**config.mk**
```make
export PLATFORM = sky130hd
export DESIGN_NAME = i2c_master_bit_engine
export DESIGN_NICKNAME = d
export VERILOG_FILES = /design/src/rtl/i2cmbe_pkg.sv /design/src/rtl/i2c_master_bit_engine.sv
export SDC_FILE = /design/constraint.sdc
export NUM_CORES = 1
export LEC_CHECK = 0
export ABC_AREA = 1
export BUFFER_PORTS_ARGS = -buffer_cell sky130_fd_sc_hd__buf_2
export CORE_MARGIN = 4
export CORE_UTILIZATION = 55
export DETAILED_ROUTE_END_ITERATION = 10
export GPL_TIMING_DRIVEN = 0
export PLACE_DENSITY = 0.74
export SYNTH_ARGS = -nofsm -noshare
export SYNTH_HDL_FRONTEND = slang
export SYNTH_SLANG_ARGS = --single-unit
```
**constraint.sdc**
```tcl
create_clock -name i_clk -period 5.78 [get_ports i_clk]
set_input_delay 0.578 -clock i_clk [delete_from_list [all_inputs] [get_ports i_clk]]
set_output_delay 0.578 -clock i_clk [all_outputs]
set_load 0.01 [all_outputs]
```
**src/rtl/i2cmbe_pkg.sv**
```systemverilog
// shared types and constants for the i2c master bit engine
// command codes, stream field layout and the per-command phase counts
// no dependencies
package i2cmbe_pkg;

    // function codes as they arrive on the input word
    localparam logic [2:0] FUNC_START = 3'd0;
    localparam logic [2:0] FUNC_STOP  = 3'd1;
    localparam logic [2:0] FUNC_SEND  = 3'd2;
    localparam logic [2:0] FUNC_RECV  = 3'd3;
    localparam logic [2:0] FUNC_SACK  = 3'd4;
    localparam logic [2:0] FUNC_RACK  = 3'd5;

    localparam logic [15:0] PHASE_TICKS_RESET = 16'd10;

    localparam int IN_DATA_W  = 16;
    localparam int OUT_DATA_W = 16;

    // active command, idle when no command runs
    typedef enum logic [2:0] {
        CMD_IDLE  = 3'd0,
        CMD_START = 3'd1,
        CMD_STOP  = 3'd2,
        CMD_SEND  = 3'd3,
        CMD_RECV  = 3'd4,
        CMD_SACK  = 3'd5,
        CMD_RACK  = 3'd6
    } t_cmd;

    // number of pin phases in each command
    function automatic logic [4:0] phase_total(input t_cmd cmd);
        logic [4:0] total;
        case (cmd)
            CMD_START: total = 5'd4;
            CMD_STOP:  total = 5'd3;
            CMD_SEND:  total = 5'd24;
            CMD_RECV:  total = 5'd25;
            CMD_SACK:  total = 5'd3;
            CMD_RACK:  total = 5'd4;
            default:   total = 5'd0;
        endcase
        return total;
    endfunction

endpackage

```
**src/rtl/i2c_master_bit_engine.sv**
```systemverilog
// i2c master bit engine: one word in per timer tick, one word out per tick
// registered output word, valid in the cycle after its input word is accepted; one word per cycle while not stalled
// the output register frees the input side whenever it is empty or being taken
// synchronous active-low reset: idle, pins released, ack bit 1, phase ticks 10
// depends on i2cmbe_pkg
module i2c_master_bit_engine
    import i2cmbe_pkg::*;
(
    input  logic                  i_clk,
    input  logic                  i_rst_n,
    // config write channel: phase_ticks
    input  logic                  i_cfg_valid,
    output logic                  o_cfg_ready,
    input  logic [15:0]           i_cfg_data,
    // input words
    input  logic                  s_axis_tvalid,
    output logic                  s_axis_tready,
    // cmd_valid, func[2:0], tx_data[7:0], ack_level, sda_in, zero pad
    input  logic [IN_DATA_W-1:0]  s_axis_tdata,
    // output words
    output logic                  m_axis_tvalid,
    input  logic                  m_axis_tready,
    // scl_out, sda_out, busy_res, done_res, rx_data[7:0], ack_received, zero pad
    output logic [OUT_DATA_W-1:0] m_axis_tdata
);

    logic [15:0] r_phase_ticks;
    t_cmd        r_cmd, n_cmd;
    logic [4:0]  r_idx, n_idx;
    logic [1:0]  r_sub, n_sub;   // bit slot position, phase index (-1 on recv) mod 3
    logic [15:0] r_tick, n_tick;
    logic [7:0]  r_shift, n_shift;
    logic        r_scl, n_scl;
    logic        r_sda, n_sda;
    logic        r_ack, n_ack;
    logic        r_busy, n_busy;
    logic [7:0]  r_rx, n_rx;
    logic        n_done;
    logic        apply;

    logic                  r_out_valid;
    logic [OUT_DATA_W-1:0] r_out_data;

    logic        in_accept;
    logic        in_cmd_valid;
    logic [2:0]  in_func;
    logic [7:0]  in_tx;
    logic        in_ack_level;
    logic        in_sda;
    logic [15:0] limit;
    logic [1:0]  sub_inc;

    assign in_cmd_valid = s_axis_tdata[0];
    assign in_func      = s_axis_tdata[3:1];
    assign in_tx        = s_axis_tdata[11:4];
    assign in_ack_level = s_axis_tdata[12];
    assign in_sda       = s_axis_tdata[13];

    assign o_cfg_ready   = 1'b1;
    assign s_axis_tready = !r_out_valid || m_axis_tready;
    assign in_accept     = s_axis_tvalid && s_axis_tready;
    assign m_axis_tvalid = r_out_valid;
    assign m_axis_tdata  = r_out_data;

    assign limit   = (r_phase_ticks == 16'd0) ? 16'd1 : r_phase_ticks;
    assign sub_inc = (r_sub == 2'd2) ? 2'd0 : r_sub + 2'd1;

    always_comb begin
        n_cmd   = r_cmd;
        n_idx   = r_idx;
        n_sub   = r_sub;
        n_tick  = r_tick;
        n_shift = r_shift;
        n_scl   = r_scl;
        n_sda   = r_sda;
        n_ack   = r_ack;
        n_busy  = r_busy;
        n_rx    = r_rx;
        n_done  = 1'b0;
        apply   = 1'b0;

        if (!r_busy) begin
            if (in_cmd_valid && (in_func <= FUNC_RACK)) begin
                n_cmd   = t_cmd'(in_func + 3'd1);
                n_idx   = 5'd0;
                n_sub   = 2'd0;
                n_tick  = 16'd1;
                n_busy  = 1'b1;
                n_shift = (in_func == FUNC_SEND) ? in_tx : 8'd0;
                apply   = 1'b1;
            end
        end else if (r_tick < limit) begin
            n_tick = r_tick + 16'd1;
        end else if (r_idx + 5'd1 >= phase_total(r_cmd)) begin
            if (r_cmd == CMD_RECV) begin
                n_rx = r_shift;
            end
            n_cmd  = CMD_IDLE;
            n_idx  = 5'd0;
            n_sub  = 2'd0;
            n_tick = 16'd0;
            n_busy = 1'b0;
            n_done = 1'b1;
        end else begin
            n_idx  = r_idx + 5'd1;
            n_tick = 16'd1;
            // receive byte has a leading release phase before its bit slots
            n_sub  = (r_cmd == CMD_RECV && r_idx == 5'd0) ? 2'd0 : sub_inc;
            apply  = 1'b1;
        end

        // pin action at the start of a phase
        if (apply) begin
            case (n_cmd)
                CMD_START: begin
                    case (n_idx)
                        5'd0:    n_sda = 1'b1;
                        5'd1:    n_scl = 1'b1;
                        5'd2:    n_sda = 1'b0;
                        default: n_scl = 1'b0;
                    endcase
                end
                CMD_STOP: begin
                    case (n_idx)
                        5'd0:    n_sda = 1'b0;
                        5'd1:    n_scl = 1'b1;
                        default: n_sda = 1'b1;
                    endcase
                end
                CMD_SEND: begin
                    case (n_sub)
                        2'd0: begin
                            n_sda   = n_shift[7];
                            n_shift = {n_shift[6:0], 1'b0};
                        end
                        2'd1:    n_scl = 1'b1;
                        default: n_scl = 1'b0;
                    endcase
                end
                CMD_RECV: begin
                    if (n_idx == 5'd0) begin
                        n_sda = 1'b1;
                    end else begin
                        case (n_sub)
                            2'd0:    n_scl = 1'b1;
                            2'd1:    n_shift = {n_shift[6:0], in_sda};
                            default: n_scl = 1'b0;
                        endcase
                    end
                end
                CMD_SACK: begin
                    case (n_idx)
                        5'd0:    n_sda = in_ack_level;
                        5'd1:    n_scl = 1'b1;
                        default: n_scl = 1'b0;
                    endcase
                end
                CMD_RACK: begin
                    case (n_idx)
                        5'd0:    n_sda = 1'b1;
                        5'd1:    n_scl = 1'b1;
                        5'd2:    n_ack = in_sda;
                        default: n_scl = 1'b0;
                    endcase
                end
                default: begin
                end
            endcase
        end
    end

    always_ff @(posedge i_clk) begin
        if (!i_rst_n) begin
            r_phase_ticks <= PHASE_TICKS_RESET;
            r_cmd         <= CMD_IDLE;
            r_idx         <= 5'd0;
            r_sub         <= 2'd0;
            r_tick        <= 16'd0;
            r_shift       <= 8'd0;
            r_scl         <= 1'b1;
            r_sda         <= 1'b1;
            r_ack         <= 1'b1;
            r_busy        <= 1'b0;
            r_rx          <= 8'd0;
            r_out_valid   <= 1'b0;
        end else begin
            if (i_cfg_valid) begin
                r_phase_ticks <= i_cfg_data;
            end
            if (in_accept) begin
                r_cmd   <= n_cmd;
                r_idx   <= n_idx;
                r_sub   <= n_sub;
                r_tick  <= n_tick;
                r_shift <= n_shift;
                r_scl   <= n_scl;
                r_sda   <= n_sda;
                r_ack   <= n_ack;
                r_busy  <= n_busy;
                r_rx    <= n_rx;
            end
            if (in_accept) begin
                r_out_valid <= 1'b1;
            end else if (m_axis_tready) begin
                r_out_valid <= 1'b0;
            end
        end
    end

    always_ff @(posedge i_clk) begin
        if (in_accept) begin
            r_out_data <= {3'b000, n_ack, n_rx, n_done, n_busy, n_sda, n_scl};
        end
    end

endmodule

```
==> Yosys cells after proc, flatten, opt, wreduce, memory -nomap -nowiden <==
Index checks and enable logic that the tools add are counted.
{ "word_totals": {"regBits": 76, "inputBits": 37, "out_inout_bits": 19, "elab_cells": 118} }
{ "op_classes": {"addsub": 4, "order_cmp": 3, "eq_ne": 17, "mux": 61, "n_bitwise": 1, "reduce_logical": 18} }
{ "ops": {"columns": ["op", "count"], "rows": [
  ["8-bit two-way mux", 11],
  ["16-bit two-way mux", 4],
  ["5-bit two-way mux", 6],
  ["1-bit two-way mux", 20],
  ["5-bit case mux with 4 select lines", 1],
  ["3-bit == test, second input constant", 6],
  ["16-bit by 1-bit adder with 16-bit output, second input constant", 1],
  ["16-bit logical NOT", 1],
  ["16-bit less-than comparator", 1],
  ["8-bit case mux with 2 select lines", 1],
  ["3-bit by 2-bit == test with 1-bit output, second input constant", 5],
  ["2-bit two-way mux", 6],
  ["3-bit two-way mux", 4],
  ["1-bit case mux with 2 select lines", 6],
  ["2-bit OR reduction", 6],
  ["5-bit logical NOT", 2],
  ["1-bit case mux with 5 select lines", 2],
  ["3-bit by 1-bit == test with 1-bit output, second input constant", 2],
  ["5-bit by 1-bit adder with 5-bit output, second input constant", 1],
  ["5-bit by 1-bit == test with 1-bit output, second input constant", 1],
  ["5-bit by 2-bit == test with 1-bit output, second input constant", 1],
  ["5-bit greater-or-equal comparator", 1],
  ["2-bit nonzero test", 2],
  ["3-bit by 1-bit adder with 3-bit output, second input constant", 1],
  ["10 further kinds", 12]
]} }

==> Logic depth before layout (Yosys ltp) <==
{ "logic_depth": {"depth_word": 14, "depth_mapped": 28} }

==> Worst setup path after synthesis <==
OpenSTA, ideal clock, no wires.
{ "synth_timing": {"path_kind": "flip-flop to flip-flop", "startpoint": "register r_idx[0]", "endpoint": "register r_out_data[1] (netlist: m_axis_tdata[1]), data pin", "setup_time_ns": 0.262, "t_arrival_ns": 2.700, "required_ns": 5.518, "path_slack_ns": 2.818, "stages_incl_launch_ff": 19, "cell_sequence": "dfxtp_1 -> ha_1 -> nand3_1 -> xor2_1 -> ha_1 -> nand2_1 -> o21a_1 -> nand3_2 -> inv_1 -> nand2_1 -> a21boi_0 -> o21bai_2 -> nor2_8 -> nand2_4 -> buf_6 -> nand3_2 -> nand2_2 -> nor2_2 -> a21boi_1"} }
{ "synth_via": {"elab_chain_cells": 10, "word_cells_on_any_way": 36, "cone_classes": "add/sub: 1; order compare: 1; eq/ne: 8; mux: 21; reduce/logical: 5"} }
{ "synth_lines": {"columns": ["element", "line", "text"], "rows": [
  ["from (decl)", "i2c_master_bit_engine.sv:29", "logic [4:0] r_idx, n_idx;"],
  ["from (signal assigned)", "i2c_master_bit_engine.sv:192", "r_idx <= n_idx;"],
  ["parallel branches: the longest is 9 deep, another holds 5-bit by 1-bit adder with 5-bit output", null, null],
  ["1-bit two-way mux *", "i2c_master_bit_engine.sv:113", "if (apply) begin"],
  ["named net n_sda", "i2c_master_bit_engine.sv:34", "logic r_sda, n_sda;"],
  ["to (signal assigned)", "i2c_master_bit_engine.sv:212", "r_out_data <= {3'b000, n_ack, n_rx, n_done, n_busy, n_sda, n_scl};"],
  ["to (decl)", "i2c_master_bit_engine.sv:42", "logic [OUT_DATA_W-1:0] r_out_data;"]
]} }
Mark *: on every way through the listed nets, which the timed path passes.
A chain may end at the register's enable or synchronous reset.

==> Worst setup path after layout <==
{ "layout_timing": {"startpoint": "register r_idx[0]", "endpoint": "register r_shift[6]"} }
{ "layout_via": {"elab_chain_cells": 11, "word_cells_on_any_way": 28, "cone_classes": "add/sub: 1; order compare: 1; eq/ne: 3; mux: 19; reduce/logical: 4"} }
{ "layout_lines": {"columns": ["element", "line", "text"], "rows": [
  ["parallel branches: the longest is 10 deep, another holds 5-bit by 1-bit adder with 5-bit output", null, null],
  ["8-bit two-way mux *", "i2c_master_bit_engine.sv:113", null],
  ["to (signal assigned)", "i2c_master_bit_engine.sv:195", "r_shift <= n_shift;"],
  ["to (decl)", "i2c_master_bit_engine.sv:32", "logic [7:0] r_shift, n_shift;"]
]} }
Mark *: on every way between the ends.

==> results.rst <==
.. list-table::
   :header-rows: 1

   * - Metric
     - Value
   * - Result of the run
     - finished, final reports clean
   * - Highest signal layer in the routed design
     - met4
   * - Post-Route Skew
     - 0.00982 ns
   * - Power per cell area
     - between 200 and 250 nW/um2
   * - Setup crit end kind
     - flip-flop
   * - Total Neg Setup Slack
     - 0 ns
   * - Area of the core
     - between 8000 and 9000 um2
   * - Final worst-path cycle share
     - between 50% and 60%
   * - Max Fclk
     - 296 MHz
   * - CP arrival
     - between 3 and 4 ns
   * - Xor and xnor area share after synthesis
     - under 10%
   * - Max-slew headroom at the worst pin
     - between 50 and 60%
   * - DRC errors left
     - 0
   * - Wl on met1
     - ~5600 um
   * - Overall track demand over capacity in global routing
     - around a quarter
   * - Number of diodes added for antenna fixing
     - 0
   * - Worst slack on hold paths
     - approximately 0.44 ns
   * - Final-stage net count
     - between 800 and 900
   * - Overall die width
     - 104 um
   * - Sequential Power Share
     - between 40% and 50%
   * - Share of power burned in the clock network
     - between 30% and 40%
   * - Pin count of the biggest net entering global routing
     - 23
   * - Via count of the first global-routing pass
     - around 5000
   * - Gr ovfl total
     - 0
   * - Post-synthesis register bit count
     - 76
   * - Die area
     - roughly 11000 um2
   * - Number of library cell types mapped by synthesis
     - 47
   * - Fraction of power consumed by combinational cells
     - 21.0%
   * - Post-route total power
     - roughly 1.4 mW
   * - Final setup vio count
     - 0
   * - Fraction of final layout cells with drive strength greater than 1
     - between 10 and 15%
   * - Dominant combinational cell family by area after synthesis
     - simple AND/OR/NAND/NOR gates
   * - Effective utilization at floorplan
     - between 50 and 60%
   * - Hold bufs inserted after CTS
     - 0
   * - Mux cell area share after synthesis
     - 0%
   * - Post-synthesis adder-cell area fraction
     - 6.37%
   * - CTS H-tree lvls
     - 3
   * - Router iterations before antenna repair
     - 5
   * - Buffer type at the clock tree root
     - sky130_fd_sc_hd__clkbuf_8
   * - Growth of design area from synthesis to finish
     - 12.4%
   * - Violation count after the first detailed-route iteration
     - about 370
   * - Critical Path Fanout Max
     - 10
   * - Type of the worst min-delay path
     - in -> reg
   * - Via count normalized by instance count
     - ~5.5
   * - Post-synthesis cell area
     - 5110 um2
   * - Post-layout util
     - about 65%
   * - Most used DFF post-synth
     - sky130_fd_sc_hd__dfxtp_1
   * - Cts bufs inserted
     - 9
   * - LEAKAGE
     - around 2.7 nW
   * - Detail Placement HPWL
     - approximately 10000 um
   * - Count of synthesis-stage warnings from yosys
     - 0
   * - Worst Setup Start Kind
     - flip-flop
   * - # IOs
     - 56
   * - Buffer count from post-CTS setup fixing
     - 0
   * - Detailed-route wire length per cell
     - 14.2 um
   * - Crit path buffers/inverters
     - 1
   * - Fraction of registers with async set/reset
     - 0%
   * - Global-route wire length before repair
     - approximately 23000 um
   * - Syn_area_per_cell
     - around 6.7 um2
   * - Worst ir drop on vdd
     - around 140 uV
   * - Final Max Slew Viols
     - 0
   * - Complex-gate fraction of the synthesized area
     - a little under a fifth
   * - I/O Buffers
     - ~50
   * - Cell count after synthesis
     - 759
   * - WS Path Type
     - reg -> reg
   * - Amount of wire on met2 after detailed routing
     - ~6600 um
   * - Most used cell along the critical path
     - sky130_fd_sc_hd__a21oi_1
   * - RSZ-0062 raised after global routing
     - false
   * - CTS tree
     - done
   * - Vertical die dimension
     - approximately 100 um
   * - Net Sw Frac
     - ~32%
   * - Post-CTS clock slew at the launch and capture registers of the worst setup and hold paths
     - 0.09 ns
   * - Number of vias in the routed layout
     - 5159
   * - Post-Layout Cell Count
     - between 900 and 1000
   * - Total instance count after detailed placement
     - 918
   * - Worst skew pair latency
     - around 0.37 ns
   * - Switching Power
     - approximately 0.44 mW
   * - Wirelength, routed
     - 13300 um
   * - Pin slew with the least headroom to its limit
     - a little over 0.7 ns
   * - Post-CTS Resized
     - 0
   * - Clock Sink Count
     - 76
   * - CP max-delay cell
     - sky130_fd_sc_hd__dfxtp_1
   * - Number of max-capacitance violations reported
     - 0
   * - CTS Buffer Depth
     - 2
   * - Internal power summed over all cells
     - just over 0.9 mW
   * - Sequence of cells on the critical path
     - ha_1, nand3_1, xor2_1, ha_1, a21oi_1, o21a_1, nand3_2, inv_1, a21oi_1, nor2_2, o21ai_1, a21oi_1, a21oi_1
   * - Residual antenna-violating net count after detailed routing
     - 0
   * - Met3 WL
     - 715 um
   * - Simple-gate area share of the yosys netlist
     - 30.9%
   * - Required time of the critical path
     - 6.04 ns
   * - Number of synthesized flops with an enable pin
     - 13
   * - Hold Violations, Final
     - 0
   * - Time the worst path needs with I/O delays and setup
     - roughly 3.4 ns
   * - Std cell rows
     - 34
   * - Cell family with the largest share of critical-path delay
     - compound AO/OA/AOI/OAI gates
   * - Number of antenna violations at the first check in global routing
     - 0
   * - Critical path's largest stage delay
     - 0.46 ns
   * - Routability congestion estimate from global placement
     - approximately 0.85
   * - Seq/Total Area, Yosys
     - approximately 32%
-- flip-flops by register name, indices dropped and copies added, names as in the netlist, 2 cells and up --
signal / flops
m_axis_tdata: 13
r_cmd: 3
r_idx: 5
r_phase_ticks: 16
r_rx: 8
r_shift: 8
r_sub: 2
r_tick: 16
-- kinds of logic after synthesis --
group                      after synthesis
AOI/OAI and AO/OA                      170
xor gates and xnor gates                 6
adders and majority gates               26
buffers and inverters                  131
DFF                                     76
other                                    2
and+or+nand+nor                        348
-- metrics by stage --
stage | setup slack, ns | instance area (um2)
after floorplan | 2.82 | 5110
after global placement | 2.50 | 5490
after detailed placement | 2.42 | 5490
after CTS | 2.40 | 5740
after global routing | 2.05 | 5740
final | 2.40 | 5740
-- final timing paths --
check / depth (start not counted) / from / end / slack (ns)
setup / recovery: 13 / r_idx[0]$_SDFFE_PN0P_ / r_shift[6]$_SDFFE_PN0P_ / 2.40
hold / removal: 3 / i_cfg_data[3] / r_phase_ticks[3]$_SDFFE_PN1P_ / 0.44
setup reg to reg: 13 / r_idx[0]$_SDFFE_PN0P_ / r_shift[6]$_SDFFE_PN0P_ / 2.40
hold reg to reg: 2 / r_phase_ticks[0]$_SDFFE_PN0P_ / r_phase_ticks[0]$_SDFFE_PN0P_ / 0.49
-- cells in the final DEF, fill, tap and decap left out, types with 3 or more instances in the layout --
master and instances:
sky130_fd_sc_hd__nand2_2 8, sky130_fd_sc_hd__nand3_2 3, sky130_fd_sc_hd__clkinv_1 3, sky130_fd_sc_hd__nand3_1 59
sky130_fd_sc_hd__nor2_2 4, sky130_fd_sc_hd__o21ai_1 4, sky130_fd_sc_hd__nand2_1 178, sky130_fd_sc_hd__or2_2 4
sky130_fd_sc_hd__clkbuf_1 18, sky130_fd_sc_hd__o211ai_1 8, sky130_fd_sc_hd__dfxtp_1 63, sky130_fd_sc_hd__nand3b_1 6
sky130_fd_sc_hd__o21ai_0 60, sky130_fd_sc_hd__o22ai_1 3, sky130_fd_sc_hd__nor2_1 62, sky130_fd_sc_hd__a21oi_2 3
sky130_fd_sc_hd__nand2_4 4, sky130_fd_sc_hd__ha_1 26, sky130_fd_sc_hd__a21oi_1 76, sky130_fd_sc_hd__conb_1 4
sky130_fd_sc_hd__inv_1 94, sky130_fd_sc_hd__buf_2 53, sky130_fd_sc_hd__buf_4 7, sky130_fd_sc_hd__xor2_1 5
sky130_fd_sc_hd__nor3_1 7, sky130_fd_sc_hd__edfxtp_1 13, sky130_fd_sc_hd__nand4_1 7, sky130_fd_sc_hd__clkbuf_8 9
-- cells in the mapped netlist, types with 6 or more instances --
| cell type | count | share of area [%] |
|---|---|---|
| sky130_fd_sc_hd__a21oi_1 | 76 | 7.4 |
| sky130_fd_sc_hd__nand3_1 | 59 | 5.8 |
| sky130_fd_sc_hd__nand2_1 | 178 | 13 |
| sky130_fd_sc_hd__nor3_1 | 7 | 0.69 |
| sky130_fd_sc_hd__nor2_1 | 62 | 4.6 |
| sky130_fd_sc_hd__nand4_1 | 7 | 0.86 |
| sky130_fd_sc_hd__nand2_2 | 8 | 0.98 |
| sky130_fd_sc_hd__buf_4 | 7 | 1.0 |
| sky130_fd_sc_hd__o211ai_1 | 8 | 1.2 |
| sky130_fd_sc_hd__clkbuf_1 | 18 | 1.3 |
| sky130_fd_sc_hd__edfxtp_1 | 13 | 7.6 |
| sky130_fd_sc_hd__nand3b_1 | 6 | 0.88 |
| sky130_fd_sc_hd__o21ai_0 | 60 | 5.9 |
| sky130_fd_sc_hd__dfxtp_1 | 63 | 25 |
| sky130_fd_sc_hd__inv_1 | 94 | 6.9 |
| sky130_fd_sc_hd__ha_1 | 26 | 6.4 |
-- power by group through the flow --
stage / Sequential, mW / Clock [mW] / Combinational, mW
after global routing: 0.589 / 0.514 / 0.328
after global placement: 0.597 / 0 / 0.274
after CTS: 0.586 / 0.498 / 0.284
final: 0.586 / 0.493 / 0.286
after detailed placement: 0.598 / 0 / 0.283
after floorplan: 0.599 / 0 / 0.201
-- area by class of cell --
type,count,area (um2)
clock buffer,11,174
fill,830,3150
clock inverter,5,70.1
inverter,100,377
tap,108,135
multi-input combinational,554,2920
timing repair buffer,49,245
buffer,31,163
sequential,76,1650
-- tightest hold or removal path, delay by kind of cell --
| family | cells | cell delay [ns] |
|---|---|---|
| buffers and inverters | 1 | 0.09 |
| AO/OA/AOI/OAI | 2 | 0.11 |
-- metal layers --
metal / up-vias / global-route usage, %
li1: 2609 / -
met1: 2354 / 30.0
met2: 170 / 43.6
met3: 26 / 4.16
met4: 0 / 10.4
met5: - / 0
Note: power is estimated with default switching activity, not from simulation.
